`src/bf3_pkg.sv`:
```
// Shared constants, types and helpers for the 3x3 clipped-border box filter.
`timescale 1ns / 1ps
package bf3_pkg;

	localparam int MAX_SIDE   = 16;
	localparam int POS_W      = 6;   // covers the largest supported side (16)
	localparam int PIX_W      = 8;
	localparam int SIDE_CFG_W = 5;
	localparam int SUM_W      = 12;  // 9 * 255 fits
	localparam int RECIP_W    = 15;
	localparam int PROD_W     = SUM_W + RECIP_W;
	localparam int RECIP_SHIFT = 16;
	localparam int JOB_QUEUE_DEPTH = 2;

	typedef logic [1:0]            slot_t;
	typedef logic [POS_W-1:0]      pos_t;
	typedef logic [PIX_W-1:0]      pix_t;
	typedef logic [SIDE_CFG_W-1:0] side_cfg_t;
	typedef logic [SUM_W-1:0]      sum_t;
	typedef logic [RECIP_W-1:0]    recip_t;
	typedef logic [PROD_W-1:0]     prod_t;

	localparam side_cfg_t SIDE_RESET = side_cfg_t'(16);
	localparam side_cfg_t SIDE_MIN   = side_cfg_t'(2);
	localparam pos_t      POS_ONE    = pos_t'(1);

	// ceil(2^16 / n), exact floor for sums up to 9 * 255
	localparam recip_t RECIP_4 = recip_t'(16384);
	localparam recip_t RECIP_6 = recip_t'(10923);
	localparam recip_t RECIP_9 = recip_t'(7282);

	// One accepted pixel plus the results it triggers.
	typedef struct packed {
		pix_t   pixel;
		slot_t  slot;     // row slot of row
		pos_t   row;
		pos_t   col;
		pos_t   side;
		logic   has_mid;  // result at (row-1, col-1)
		logic   has_edge; // result at (row-1, side-1)
		logic   flush;    // whole last row follows
	} job_t;

	function automatic slot_t slot_inc(input slot_t s);
		slot_t r;
		case (s)
			2'd0: r = 2'd1;
			2'd1: r = 2'd2;
			default: r = 2'd0;
		endcase
		return r;
	endfunction

	function automatic slot_t slot_dec(input slot_t s);
		slot_t r;
		case (s)
			2'd1: r = 2'd0;
			2'd2: r = 2'd1;
			default: r = 2'd2;
		endcase
		return r;
	endfunction

endpackage

```
`src/bf3_ifs.sv`:
```
// Stream interfaces for pixels, results and the frame side register.
`timescale 1ns / 1ps
interface bf3_pix_if;
	logic              valid;
	logic              ready;
	bf3_pkg::pix_t     pixel;
	modport source (output valid, pixel, input ready);
	modport sink   (input valid, pixel, output ready);
endinterface

interface bf3_res_if;
	logic          valid;
	logic          ready;
	bf3_pkg::pix_t smoothed;
	logic [3:0]    out_row;
	logic [3:0]    out_column;
	logic          last_of_run;
	modport source (output valid, smoothed, out_row, out_column, last_of_run, input ready);
	modport sink   (input valid, smoothed, out_row, out_column, last_of_run, output ready);
endinterface

interface bf3_cfg_if;
	logic                 valid;
	logic                 ready;
	bf3_pkg::side_cfg_t   frame_side;
	modport source (output valid, frame_side, input ready);
	modport sink   (input valid, frame_side, output ready);
endinterface

```
`src/bf3_ram.sv`:
```
// Generic single-write, single-read RAM with registered read data.
`timescale 1ns / 1ps
module bf3_ram #(
	parameter int WIDTH = 8,
	parameter int DEPTH = 16,
	localparam int AW = (DEPTH > 1) ? $clog2(DEPTH) : 1
) (
	input  logic             clk,
	input  logic             we,
	input  logic [AW-1:0]    waddr,
	input  logic [WIDTH-1:0] wdata,
	input  logic [AW-1:0]    raddr,
	output logic [WIDTH-1:0] rdata
);

	logic [WIDTH-1:0] mem_q [DEPTH];
	logic [WIDTH-1:0] rdata_q;

	always_ff @(posedge clk) begin
		if (we) begin
			mem_q[waddr] <= wdata;
		end
		rdata_q <= mem_q[raddr];
	end

	assign rdata = rdata_q;

endmodule

```
`src/bf3_front.sv`:
```
// Front end: takes pixels, tracks raster position and classifies each into a job.
`timescale 1ns / 1ps
module bf3_front #(
	parameter int MAX_SIDE = bf3_pkg::MAX_SIDE
) (
	input  logic           clk,
	input  logic           arst_n,
	bf3_pix_if.sink        pix,
	bf3_cfg_if.sink        cfg,
	output bf3_pkg::job_t  job,
	output logic           job_push,
	input  logic           job_full
);

	bf3_pkg::side_cfg_t frame_side_q;
	bf3_pkg::pos_t      row_q;
	bf3_pkg::pos_t      col_q;
	bf3_pkg::slot_t     slot_q;
	bf3_pkg::pos_t      side;
	bf3_pkg::pos_t      side_m1;
	logic               col_last;
	logic               row_last;

	always_comb begin
		if (frame_side_q < bf3_pkg::SIDE_MIN) begin
			side = bf3_pkg::pos_t'(2);
		end else if (int'(frame_side_q) > MAX_SIDE) begin
			side = bf3_pkg::pos_t'(MAX_SIDE);
		end else begin
			side = bf3_pkg::pos_t'(frame_side_q);
		end
	end

	assign side_m1  = side - bf3_pkg::POS_ONE;
	assign col_last = (col_q == side_m1);
	assign row_last = (row_q == side_m1);

	assign pix.ready = !job_full;
	assign cfg.ready = 1'b1;
	assign job_push  = pix.valid && !job_full;

	always_comb begin
		job.pixel    = pix.pixel;
		job.slot     = slot_q;
		job.row      = row_q;
		job.col      = col_q;
		job.side     = side;
		job.has_mid  = (row_q != '0) && (col_q != '0);
		job.has_edge = (row_q != '0) && col_last;
		job.flush    = row_last && col_last;
	end

	always_ff @(posedge clk or negedge arst_n) begin
		if (!arst_n) begin
			frame_side_q <= bf3_pkg::SIDE_RESET;
			row_q        <= '0;
			col_q        <= '0;
			slot_q       <= '0;
		end else if (cfg.valid) begin
			// a new side restarts the frame
			frame_side_q <= cfg.frame_side;
			row_q        <= '0;
			col_q        <= '0;
			slot_q       <= '0;
		end else if (job_push) begin
			if (col_last) begin
				col_q <= '0;
				if (row_last) begin
					row_q  <= '0;
					slot_q <= '0;
				end else begin
					row_q  <= row_q + bf3_pkg::POS_ONE;
					slot_q <= bf3_pkg::slot_inc(slot_q);
				end
			end else begin
				col_q <= col_q + bf3_pkg::POS_ONE;
			end
		end
	end

endmodule

```
`src/bf3_job_fifo.sv`:
```
// Short job queue between front end and back end.
`timescale 1ns / 1ps
module bf3_job_fifo (
	input  logic          clk,
	input  logic          arst_n,
	input  logic          push,
	input  bf3_pkg::job_t din,
	output logic          full,
	input  logic          pop,
	output bf3_pkg::job_t dout,
	output logic          valid
);

	localparam int DEPTH = bf3_pkg::JOB_QUEUE_DEPTH;
	localparam int PW    = (DEPTH > 1) ? $clog2(DEPTH) : 1;
	localparam int CW    = $clog2(DEPTH + 1);

	bf3_pkg::job_t  mem_q [DEPTH];
	logic [PW-1:0]  wr_ptr_q;
	logic [PW-1:0]  rd_ptr_q;
	logic [CW-1:0]  count_q;
	logic           do_push;
	logic           do_pop;

	assign full    = (count_q == CW'(DEPTH));
	assign valid   = (count_q != '0);
	assign dout    = mem_q[rd_ptr_q];
	assign do_push = push && !full;
	assign do_pop  = pop && valid;

	always_ff @(posedge clk) begin
		if (do_push) begin
			mem_q[wr_ptr_q] <= din;
		end
	end

	always_ff @(posedge clk or negedge arst_n) begin
		if (!arst_n) begin
			wr_ptr_q <= '0;
			rd_ptr_q <= '0;
			count_q  <= '0;
		end else begin
			if (do_push) begin
				wr_ptr_q <= (wr_ptr_q == PW'(DEPTH - 1)) ? '0 : wr_ptr_q + PW'(1);
			end
			if (do_pop) begin
				rd_ptr_q <= (rd_ptr_q == PW'(DEPTH - 1)) ? '0 : rd_ptr_q + PW'(1);
			end
			case ({do_push, do_pop})
				2'b10:   count_q <= count_q + CW'(1);
				2'b01:   count_q <= count_q - CW'(1);
				default: count_q <= count_q;
			endcase
		end
	end

endmodule

```
`src/bf3_back.sv`:
```
// Back end: stores pixels in three row RAMs and walks neighbourhood columns per result.
`timescale 1ns / 1ps
module bf3_back #(
	parameter int MAX_SIDE = bf3_pkg::MAX_SIDE
) (
	input  logic          clk,
	input  logic          arst_n,
	input  bf3_pkg::job_t job,
	input  logic          job_valid,
	output logic          job_pop,
	bf3_res_if.source     res
);

	localparam int AW = (MAX_SIDE > 1) ? $clog2(MAX_SIDE) : 1;

	typedef enum logic [3:0] {
		S_IDLE = 4'b0001,
		S_PICK = 4'b0010,
		S_READ = 4'b0100,
		S_DIV  = 4'b1000
	} state_t;

	state_t          state_q;
	bf3_pkg::job_t   job_q;
	logic            mid_pend_q;
	logic            edge_pend_q;
	logic            flush_pend_q;
	bf3_pkg::pos_t   fcol_q;
	bf3_pkg::pos_t   res_row_q;
	bf3_pkg::pos_t   res_col_q;
	logic            res_last_q;
	logic [2:0]      mask_q;
	logic            rows3_q;
	logic            cols3_q;
	bf3_pkg::pos_t   rd_col_q;
	bf3_pkg::pos_t   rd_end_q;
	logic            issue_q;
	logic            rd_v_s1;
	bf3_pkg::sum_t   acc_q;
	logic            res_valid_q;
	bf3_pkg::pix_t   smoothed_q;
	bf3_pkg::pos_t   out_row_q;
	bf3_pkg::pos_t   out_col_q;
	logic            out_last_q;

	logic            ram_we    [3];
	bf3_pkg::pix_t   ram_rdata [3];

	logic            sel_mid;
	logic            sel_edge;
	logic            sel_flush;
	logic            pick_go;
	bf3_pkg::pos_t   pick_row;
	bf3_pkg::slot_t  pick_slot;
	bf3_pkg::pos_t   pick_col;
	logic            pick_last;
	bf3_pkg::pos_t   side_m1;
	logic [2:0]      pick_mask;
	bf3_pkg::pos_t   pick_c0;
	bf3_pkg::pos_t   pick_c1;
	bf3_pkg::sum_t   col_sum;
	bf3_pkg::recip_t recip;
	bf3_pkg::prod_t  prod;
	logic            out_free;
	logic            job_has_result;

	assign job_pop = (state_q == S_IDLE) && job_valid;
	assign job_has_result = job.has_mid || job.has_edge || job.flush;

	for (genvar g = 0; g < 3; g++) begin : g_row
		assign ram_we[g] = job_pop && (job.slot == bf3_pkg::slot_t'(g));
		bf3_ram #(
			.WIDTH (bf3_pkg::PIX_W),
			.DEPTH (MAX_SIDE)
		) u_row_ram (
			.clk   (clk),
			.we    (ram_we[g]),
			.waddr (job.col[AW-1:0]),
			.wdata (job.pixel),
			.raddr (rd_col_q[AW-1:0]),
			.rdata (ram_rdata[g])
		);
	end

	assign side_m1   = job_q.side - bf3_pkg::POS_ONE;
	assign sel_mid   = mid_pend_q;
	assign sel_edge  = !mid_pend_q && edge_pend_q;
	assign sel_flush = !mid_pend_q && !edge_pend_q && flush_pend_q;
	assign pick_go   = mid_pend_q || edge_pend_q || flush_pend_q;

	always_comb begin
		pick_row  = job_q.row;
		pick_slot = job_q.slot;
		pick_col  = fcol_q;
		pick_last = (fcol_q == side_m1);
		if (sel_mid) begin
			pick_row  = job_q.row - bf3_pkg::POS_ONE;
			pick_slot = bf3_pkg::slot_dec(job_q.slot);
			pick_col  = job_q.col - bf3_pkg::POS_ONE;
			pick_last = !edge_pend_q && !flush_pend_q;
		end else if (sel_edge) begin
			pick_row  = job_q.row - bf3_pkg::POS_ONE;
			pick_slot = bf3_pkg::slot_dec(job_q.slot);
			pick_col  = side_m1;
			pick_last = !flush_pend_q;
		end
	end

	// rows of the clipped neighbourhood, by row slot
	always_comb begin
		pick_mask = '0;
		pick_mask[pick_slot] = 1'b1;
		if (pick_row != '0) begin
			pick_mask[bf3_pkg::slot_dec(pick_slot)] = 1'b1;
		end
		if (pick_row != side_m1) begin
			pick_mask[bf3_pkg::slot_inc(pick_slot)] = 1'b1;
		end
	end

	assign pick_c0 = (pick_col == '0) ? '0 : pick_col - bf3_pkg::POS_ONE;
	assign pick_c1 = (pick_col == side_m1) ? pick_col : pick_col + bf3_pkg::POS_ONE;

	assign col_sum = (mask_q[0] ? bf3_pkg::sum_t'(ram_rdata[0]) : '0)
		+ (mask_q[1] ? bf3_pkg::sum_t'(ram_rdata[1]) : '0)
		+ (mask_q[2] ? bf3_pkg::sum_t'(ram_rdata[2]) : '0);

	// divide by 4, 6 or 9 through a reciprocal multiply
	always_comb begin
		if (rows3_q && cols3_q) begin
			recip = bf3_pkg::RECIP_9;
		end else if (rows3_q || cols3_q) begin
			recip = bf3_pkg::RECIP_6;
		end else begin
			recip = bf3_pkg::RECIP_4;
		end
	end

	assign prod     = bf3_pkg::prod_t'(acc_q) * bf3_pkg::prod_t'(recip);
	assign out_free = !res_valid_q || res.ready;

	always_ff @(posedge clk or negedge arst_n) begin
		if (!arst_n) begin
			state_q      <= S_IDLE;
			mid_pend_q   <= 1'b0;
			edge_pend_q  <= 1'b0;
			flush_pend_q <= 1'b0;
			issue_q      <= 1'b0;
			rd_v_s1      <= 1'b0;
			res_valid_q  <= 1'b0;
		end else begin
			rd_v_s1 <= (state_q == S_READ) && issue_q;
			if ((state_q == S_DIV) && out_free) begin
				res_valid_q <= 1'b1;
			end else if (res.ready) begin
				res_valid_q <= 1'b0;
			end
			case (state_q)
				S_IDLE: begin
					if (job_valid) begin
						mid_pend_q   <= job.has_mid;
						edge_pend_q  <= job.has_edge;
						flush_pend_q <= job.flush;
						if (job_has_result) begin
							state_q <= S_PICK;
						end
					end
				end
				S_PICK: begin
					if (pick_go) begin
						if (sel_mid) begin
							mid_pend_q <= 1'b0;
						end
						if (sel_edge) begin
							edge_pend_q <= 1'b0;
						end
						if (sel_flush && pick_last) begin
							flush_pend_q <= 1'b0;
						end
						issue_q <= 1'b1;
						state_q <= S_READ;
					end else begin
						state_q <= S_IDLE;
					end
				end
				S_READ: begin
					if (issue_q && (rd_col_q == rd_end_q)) begin
						issue_q <= 1'b0;
					end
					if (!issue_q && !rd_v_s1) begin
						state_q <= S_DIV;
					end
				end
				S_DIV: begin
					if (out_free) begin
						state_q <= res_last_q ? S_IDLE : S_PICK;
					end
				end
				default: begin
					state_q <= S_IDLE;
				end
			endcase
		end
	end

	always_ff @(posedge clk) begin
		if (job_pop) begin
			job_q  <= job;
			fcol_q <= '0;
		end
		if ((state_q == S_PICK) && pick_go) begin
			res_row_q  <= pick_row;
			res_col_q  <= pick_col;
			res_last_q <= pick_last;
			mask_q     <= pick_mask;
			rows3_q    <= (pick_row != '0) && (pick_row != side_m1);
			cols3_q    <= (pick_col != '0) && (pick_col != side_m1);
			rd_col_q   <= pick_c0;
			rd_end_q   <= pick_c1;
			acc_q      <= '0;
			if (sel_flush) begin
				fcol_q <= fcol_q + bf3_pkg::POS_ONE;
			end
		end
		if ((state_q == S_READ) && issue_q) begin
			rd_col_q <= rd_col_q + bf3_pkg::POS_ONE;
		end
		if (rd_v_s1) begin
			acc_q <= acc_q + col_sum;
		end
		// output payload stays put while a transfer waits on res.ready
		if ((state_q == S_DIV) && out_free) begin
			smoothed_q <= prod[bf3_pkg::RECIP_SHIFT +: bf3_pkg::PIX_W];
			out_row_q  <= res_row_q;
			out_col_q  <= res_col_q;
			out_last_q <= res_last_q;
		end
	end

	assign res.valid       = res_valid_q;
	assign res.smoothed    = smoothed_q;
	assign res.out_row     = out_row_q[3:0];
	assign res.out_column  = out_col_q[3:0];
	assign res.last_of_run = out_last_q;

endmodule

```
`src/box_filter_3x3_clipped_border_core.sv`:
```
// Top level of the 3x3 clipped-border box filter.
`timescale 1ns / 1ps
// Pixels of a square frame (side set by frame_side, clamped to 2..MAX_SIDE) enter in raster
// order; each is smoothed to the truncated mean of its clipped 3x3 neighbourhood and comes out
// one row late, and the frame's last pixel also releases the whole last row. Writing frame_side
// restarts the frame. A front end takes a pixel every cycle while the two-entry job queue has
// room; the back end stores the pixel in one of three row RAMs and then produces each result
// by reading the two or three columns of the neighbourhood one by one through the RAMs' single
// read port and dividing the sum by 4, 6 or 9; it takes the next pixel from the queue only after
// it has produced every result of the last one, and a stalled result sink holds it. The row RAMs
// need no clearing after reset.
module box_filter_3x3_clipped_border_core #(
	parameter int MAX_SIDE = bf3_pkg::MAX_SIDE
) (
	input  logic      clk,
	input  logic      arst_n,
	bf3_pix_if.sink   pix,
	bf3_cfg_if.sink   cfg,
	bf3_res_if.source res
);

	bf3_pkg::job_t push_job;
	bf3_pkg::job_t head_job;
	logic          job_push;
	logic          job_full;
	logic          job_valid;
	logic          job_pop;

	bf3_front #(
		.MAX_SIDE (MAX_SIDE)
	) u_front (
		.clk      (clk),
		.arst_n   (arst_n),
		.pix      (pix),
		.cfg      (cfg),
		.job      (push_job),
		.job_push (job_push),
		.job_full (job_full)
	);

	bf3_job_fifo u_queue (
		.clk    (clk),
		.arst_n (arst_n),
		.push   (job_push),
		.din    (push_job),
		.full   (job_full),
		.pop    (job_pop),
		.dout   (head_job),
		.valid  (job_valid)
	);

	bf3_back #(
		.MAX_SIDE (MAX_SIDE)
	) u_back (
		.clk       (clk),
		.arst_n    (arst_n),
		.job       (head_job),
		.job_valid (job_valid),
		.job_pop   (job_pop),
		.res       (res)
	);

endmodule

```
`src/flat_wrapper.sv`:
```
// flat-port wrapper written by rule: the top's interface ports become plain ports
module box_filter_3x3_clipped_border_core_flat 
#(
	parameter int MAX_SIDE = bf3_pkg::MAX_SIDE
)
  (clk, arst_n, pix_valid, pix_pixel, pix_ready, cfg_valid, cfg_frame_side, cfg_ready, res_valid, res_smoothed, res_out_row, res_out_column, res_last_of_run, res_ready);
  bf3_pix_if pix_i ();
  bf3_cfg_if cfg_i ();
  bf3_res_if res_i ();
  input  logic clk;
  input  logic arst_n;
  input wire logic [$bits(pix_i.valid)-1:0] pix_valid;
  input wire logic [$bits(pix_i.pixel)-1:0] pix_pixel;
  output wire logic [$bits(pix_i.ready)-1:0] pix_ready;
  input wire logic [$bits(cfg_i.valid)-1:0] cfg_valid;
  input wire logic [$bits(cfg_i.frame_side)-1:0] cfg_frame_side;
  output wire logic [$bits(cfg_i.ready)-1:0] cfg_ready;
  output wire logic [$bits(res_i.valid)-1:0] res_valid;
  output wire logic [$bits(res_i.smoothed)-1:0] res_smoothed;
  output wire logic [$bits(res_i.out_row)-1:0] res_out_row;
  output wire logic [$bits(res_i.out_column)-1:0] res_out_column;
  output wire logic [$bits(res_i.last_of_run)-1:0] res_last_of_run;
  input wire logic [$bits(res_i.ready)-1:0] res_ready;
  assign pix_i.valid = pix_valid;
  assign pix_i.pixel = pix_pixel;
  assign pix_ready = pix_i.ready;
  assign cfg_i.valid = cfg_valid;
  assign cfg_i.frame_side = cfg_frame_side;
  assign cfg_ready = cfg_i.ready;
  assign res_valid = res_i.valid;
  assign res_smoothed = res_i.smoothed;
  assign res_out_row = res_i.out_row;
  assign res_out_column = res_i.out_column;
  assign res_last_of_run = res_i.last_of_run;
  assign res_i.ready = res_ready;
  box_filter_3x3_clipped_border_core #(.MAX_SIDE(MAX_SIDE)) u_core (.clk(clk), .arst_n(arst_n), .pix(pix_i), .cfg(cfg_i), .res(res_i));
endmodule
```
`config.mk`:
```
export PLATFORM = sky130hd
export DESIGN_NAME = box_filter_3x3_clipped_border_core_flat
export DESIGN_NICKNAME = d
export VERILOG_FILES = /design/src/bf3_pkg.sv /design/src/bf3_ifs.sv /design/src/bf3_ram.sv /design/src/bf3_front.sv /design/src/bf3_job_fifo.sv /design/src/bf3_back.sv /design/src/box_filter_3x3_clipped_border_core.sv /design/src/flat_wrapper.sv
export SDC_FILE = /design/constraint.sdc
export NUM_CORES = 1
export LEC_CHECK = 0
export BUFFER_PORTS_ARGS = -buffer_cell sky130_fd_sc_hd__buf_4
export CAP_MARGIN = 20
export CORE_ASPECT_RATIO = 1.5
export CORE_MARGIN = 2
export CORE_UTILIZATION = 44
export CTS_BUF_LIST = sky130_fd_sc_hd__clkbuf_4
export DETAILED_ROUTE_END_ITERATION = 16
export GPL_ROUTABILITY_DRIVEN = 0
export HOLD_SLACK_MARGIN = 0.03
export PLACE_DENSITY_LB_ADDON = 0.2
export SETUP_SLACK_MARGIN = 0.5
export SYNTH_ARGS = -nofsm -noshare
export SYNTH_HDL_FRONTEND = slang
export SYNTH_HIERARCHICAL = 1
export SYNTH_SLANG_ARGS = --single-unit
```
`constraint.sdc`:
```
create_clock -name clk -period 17.2 [get_ports clk]
set_input_delay 1.72 -clock clk [delete_from_list [all_inputs] [get_ports clk]]
set_output_delay 1.72 -clock clk [all_outputs]
set_load 0.005 [all_outputs]
```
# Word level (Yosys, flattened, before mapping)

Memories as Yosys holds them, arrays and structs flattened. A register that Yosys moved wholly into a read port is not among the register bits.
Index checks and enable logic that the tools add are counted.

Bits in registers: 114
Latch bits: 0
RAM bits: 446
Bits in read-only memories: 0
Output and inout port bits: 20
Memories: 4

Memory list:

| memory                                 | words | width | rd ports | clocked after memory_dff | wr ports | line               | source |
|---|---|---|---|---|---|---|---|
| u_core.u_back.g_row[0].u_row_ram.mem_q | 16    | 8     | 1        | 1                        | 1        | bf3_ram.sv:16      | `logic [WIDTH-1:0] mem_q [DEPTH];` |
| u_core.u_back.g_row[1].u_row_ram.mem_q | 16    | 8     | 1        | 1                        | 1        | bf3_ram.sv:16      |  |
| u_core.u_back.g_row[2].u_row_ram.mem_q | 16    | 8     | 1        | 1                        | 1        | bf3_ram.sv:16      |  |
| u_core.u_queue.mem_q                   | 2     | 31    | 1        | 0                        | 1        | bf3_job_fifo.sv:18 | `bf3_pkg::job_t mem_q [DEPTH];` |

$add $sub $neg: 17
Multiply operators: 1
Div/mod/pow operators: 0
$lt $le $gt $ge: 8
Eq/ne operators: 29
Shifts and indexed selects: 0
Muxes and demuxes: 83
Bitwise logic cells: 2
Reduce and logical (&&, ||, !) cells: 62

Operators by type and width:

| cell                                                 | count |
|---|---|
| 2-to-1 mux 6 bit                                     | 19 |
| adder 6 x 1 -> 6 bit (second input constant)         | 5 |
| equality test 6 bit                                  | 5 |
| 2-to-1 mux 15 bit                                    | 2 |
| subtractor 6 x 1 -> 6 bit (second input constant)    | 5 |
| 2-to-1 mux 1 bit                                     | 27 |
| logical AND 1 bit                                    | 26 |
| multiplier 12 x 15 -> 24 bit                         | 1 |
| 2-to-1 mux 12 bit                                    | 2 |
| 2-to-1 mux 8 bit                                     | 3 |
| nonzero test 6 bit                                   | 4 |
| case mux 2 bit (2 select lines)                      | 5 |
| 2-to-1 mux 2 bit                                     | 9 |
| nonzero test 2 bit                                   | 9 |
| 2-to-1 mux 4 bit                                     | 4 |
| inequality test 2 bit (second input constant)        | 8 |
| case mux 4 bit (4 select lines)                      | 1 |
| adder 12 x 10 -> 12 bit                              | 1 |
| inequality test 6 bit                                | 2 |
| AND reduction 4 bit                                  | 3 |
| adder 9 x 8 -> 10 bit                                | 1 |
| equality test 2 x 1 -> 1 bit (second input constant) | 5 |
| equality test 2 bit (second input constant)          | 5 |
| adder 8 x 8 -> 9 bit                                 | 1 |
| 22 further kinds                                     | 49 |

# Longest topological paths before layout

Depth in word-level cells: 15
Depth in mapped cells: 23

# Hierarchy

The synthesis kept the hierarchy.

Modules (own cells, without submodules):

| module       | instances | cells each | area each (sq um) | sequential area each (sq um) |
|---|---|---|---|---|
| bf3_ram      | 3         | 229        | 5147.4            | 4003.8 |
| bf3_back     | 1         | 889        | 9171.3            | 2623.8 |
| bf3_job_fifo | 1         | 115        | 2456.1            | 1961.9 |
| bf3_front    | 1         | 177        | 1535.2            | 476.7 |

# Worst setup path after synthesis

Ideal clock, no wire load.

Kind: register -> register
Start point: register u_core.u_back.rows3_q
End point: register u_core.u_back.smoothed_q[7], in the netlist u_core/u_back/res.smoothed[7], data pin
Arrival: 5.482 ns
Path slack: 11.454 ns
Cell stages (with the launch flop): 22
Clock period less this slack: 5.746 ns
Cell sequence: edfxtp_1 inv_1 ha_1 clkbuf_1 and2_1 fa_1 inv_1 fa_1 fa_1 inv_1 fa_1 inv_1 fa_1 inv_1 ha_1 nand4_1 o221ai_1 o31ai_1 a21boi_0 a311o_1 o31ai_1 xnor2_1

Longest elaborated chain between the ends: 4
Elaborated cells on any way between the ends: 5

Ends and longest elaborated chain:

| element                          | line            | source |
|---|---|---|
| from (decl)                      | bf3_back.sv:33  | `logic rows3_q;` |
| from (signal assigned)           | bf3_back.sv:216 | `rows3_q <= (pick_row != '0) && (pick_row != side_m1);` |
| logical OR 1 bit                 | bf3_back.sv:132 | `end else if (rows3_q \|\| cols3_q) begin` |
| 2-to-1 mux 15 bit                | bf3_back.sv:132 |  |
| 2-to-1 mux 15 bit (*)            | bf3_back.sv:130 | `if (rows3_q && cols3_q) begin` |
| multiplier 12 x 15 -> 24 bit (*) | bf3_back.sv:139 | `assign prod = bf3_pkg::prod_t'(acc_q) * bf3_pkg::prod_t'(recip);` |
| named net u_core.u_back.prod[23] | bf3_back.sv:63  | `bf3_pkg::prod_t prod;` |
| to (signal assigned)             | bf3_back.sv:233 | `smoothed_q <= prod[bf3_pkg::RECIP_SHIFT +: bf3_pkg::PIX_W];` |
| to (decl)                        | bf3_back.sv:41  | `bf3_pkg::pix_t smoothed_q;` |

The timed path passes the listed nets; every way through them passes the cells marked *.
A chain may end at the register's enable or synchronous reset.

# Worst setup path after layout

Same ends and word-level chain as after synthesis.

==> impl_metrics.yaml <==
clock_network:
  insertion_delay_ps: 980
  clockBufferDepth: 3
  cts_tree: "done"
  cts_sinks: 584
  post_cts.repair.setup_buffers: 0
  cts.hold.buffers_added: 0
  cts-resized-gates: 0
  cts_made_buffers: 141
  root_buffer: "clkbuf_4"
  clkSlewWorstSetupHoldPaths_ps: 60
  htree_levels: 4
logic_synthesis:
  synth_area_leader_cell: "edfxtp_1"
  synth.cell_area_mm2: 0.0286
  syn_avg_cell_area_um2: 15.3
  synthTopCellsByArea: "edfxtp_1, fa_1, ha_1"
  synthCells: 1868
  synth_top_area_share_pct: 54.7
  synth-seq-area-share_pct: 59.7
  synth_fp_nets: 2085
  ys_ff_latch: 584
  async_flop_share_pct: 5.65
  yosysWarnings: 6
  synth_ff_type: "edfxtp_1"
  synth-edff-count: 521
  netlist-cell-type-count: 89
floorplanning:
  core_mm2: 0.0643
  die_h_um: 316
  die-area_mm2: 0.0671
  start_util_pct: 44.5
  fp-row-count: 114
  dieWidth_um: 212
  ios: 38
critical_path:
  crit_path_cell_trace: "inv_1 > ha_1 > and2_1 > fa_1 > inv_1 > fa_1 > fa_1 > inv_1 > fa_1 > inv_1 > fa_1 > inv_1 > ha_1 > nand4_1 > o221ai_1 > o31ai_1 > a21boi_0 > a311o_1 > o31ai_1 > xnor2_1"
  cp_max_fo: 15
  worst-setup-path-type: "reg -> reg"
  setup.worst_path.start: "u_core/u_back/rows3_q"
  slowest_stage: "fa_1"
  startpoint_type: "flip-flop"
  slowest_delay_ps: 560
  required_ps: 17890
  crit_arrival_ps: 6970
  r2r-start: "u_core/u_back/rows3_q"
  worstSetupEndpointType: "flip-flop"
placement:
  dpl_worst_slack_ps: 10830
  detailed_place_hpwl_mm: 41.1
  io_buffers: 36
  placedInstanceArea_mm2: 0.0297
grt:
  grt_overflow_total: 0
  gr-usage-all-layers_pct: 18.8
  grt_max_degree: 101
  grt_pass1_vias: 16800
  antenna_found_initial: 2
  grt_pass1_wl_mm: 93.8
outcome:
  status: "finished, final reports clean"
cells_and_area:
  final_nets: 2216
  drive_gt1_share_pct: 18.6
  final_cell_area_mm2: 0.0315
  synthToLayoutAreaGrowth_pct: 10.0
  final_common_cell: "edfxtp_1"
  final_cell_mix: "edfxtp_1, clkbuf_4, inv_1, ha_1, fa_1"
  fill_cells: 5541
timing:
  hold_violations: 0
  skew_ps: 71.1
  finalCritPeriodShare_pct: 36.5
  clock.fmax_ghz: 0.159
  slew_headroom_pct: 31.0
  setup_violations: 0
  setup_tns_ps: 0
  rsz0062_at_grt: "false"
  final_max_slew_viol_count: 0
  timing.hold.ws_ps: 424
  setup_slack_ps: 10920
  period_needed_ps: 6280
  worst_slew_pin_slew_ps: 1040
worst_hold_path:
  min_from: "u_core/u_back/res_row_q[3]"
  hold_class: "reg -> reg"
drt:
  viasPerCell: 5.23
  routed_wl_mm: 60.5
  drc: 0
  drtIter0Drc: 859
  ant_nets: 0
  first_pass_iters: 5
  routedWlPerCell_um: 20.3
  vias: 15600
pwr:
  power_density_mw_per_mm2: 193
  irDropWorstVdd_mv: 0.189
  totalPowerFinal_mw: 6.06
  p_leak_nw: 11.8
run:
  max_cap_violations: 0
-- worst max-delay path, delay by kind of cell (launching register included) --
family | cells | cell delay, ps
buffers and inverters | 5 | 290
AOI/OAI and AO/OA | 5 | 1570
and+or+nand+nor | 2 | 420
DFF | 1 | 350
xor gates and xnor gates | 1 | 100
adders and majority gates | 7 | 3290
-- Yosys cell counts, types with 34 or more instances --
cell type,number
nand2_1,93
xor2_1,40
mux4_1,42
mux4_2,54
a22oi_1,49
inv_1,186
and2_1,51
mux2_2,34
nor2_1,80
fa_1,98
xnor2_1,52
edfxtp_1,521
ha_1,101
-- flip-flops by register name (all words and copies together) (netlist names), 2 cells and up --
name                                 count
u_core/u_front/slot_q                    2
u_core/u_front/col_q                     6
u_core/u_back/acc_q                     12
u_core/u_back/out_col_q                  4
u_core/u_back/mask_q                     3
u_core/u_back/res_col_q                  4
u_core/u_queue/count_q                   2
u_core/u_queue/mem_q                    62
u_core/u_back/rd_end_q                   6
u_core/u_back/fcol_q                     6
u_core/u_back/rd_col_q                   6
u_core/u_back/g_row.u_row_ram/mem_q    384
u_core/u_back/job_q                     20
u_core/u_back/state_q                    4
u_core/u_back/res.smoothed               8
u_core/u_back/out_row_q                  4
u_core/u_front/row_q                     6
u_core/u_back/g_row.u_row_ram/rdata     24
u_core/u_back/res_row_q                  4
u_core/u_front/frame_side_q              5
-- cell type report --
cell class / instances / area, µm² / area share [%]
Clock buffer: 203 / 1520 / 4.84
Tap cell: 870 / 1090 / 3.46
Clock inverter: 49 / 275 / 0.875
Inverter: 186 / 698 / 2.22
Multi-Input combinational cell: 1027 / 10300 / 32.8
Sequential cell: 584 / 17100 / 54.3
Antenna cell: 2 / 5.00 / 0.0159
Timing Repair Buffer: 59 / 468 / 1.49
-- stage by stage --
step	utilization (%)	std cells
2_1_floorplan	-	1868
3_3_place_gp	46.1	2726
3_5_place_dp	46.1	2726
4_1_cts	48.9	2978
5_1_grt	48.9	2979
6_report	48.9	2980
-- report_power, final --
group	total [mW]	switching, mW	internal, mW
logic	2.90	1.72	1.17
registers	2.04	0.0995	1.94
clock network	1.12	0.542	0.577
total	6.06	2.36	3.69
-- kinds of logic after synthesis --
family,after synthesis,share of synthesized area [%]
muxes,134,9.62
AOI/OAI and AO/OA,192,4.72
buffers and inverters,257,4.21
other,2,0.0263
and+or+nand+nor,407,7.56
DFF,584,59.7
adders and majority gates,199,11.3
xor gates and xnor gates,93,2.90
-- path summary, 6_finish.rpt --
path	endpoint	slack [ps]	cells after the start
worst max-delay path	u_core/u_back/res.smoothed[7]	10920	20
worst min-delay path	u_core/u_back/out_row_q[3]	420	0
worst max register to register	u_core/u_back/res.smoothed[7]	10920	20
worst min register to register	u_core/u_back/out_row_q[3]	420	0
max in group asynchronous	u_core/u_back/state_q[0]	16070	1
min in group asynchronous	u_core/u_front/row_q[2]	750	1
-- metal layers --
metal / routed length [µm] / global-route usage (%)
met5: 0 / 0
met4: 1660 / 7.83
met3: 2190 / 3.91
met2: 33800 / 35.3
met1: 22900 / 20.3
No activity file was read; power rests on OpenSTA's default activity.
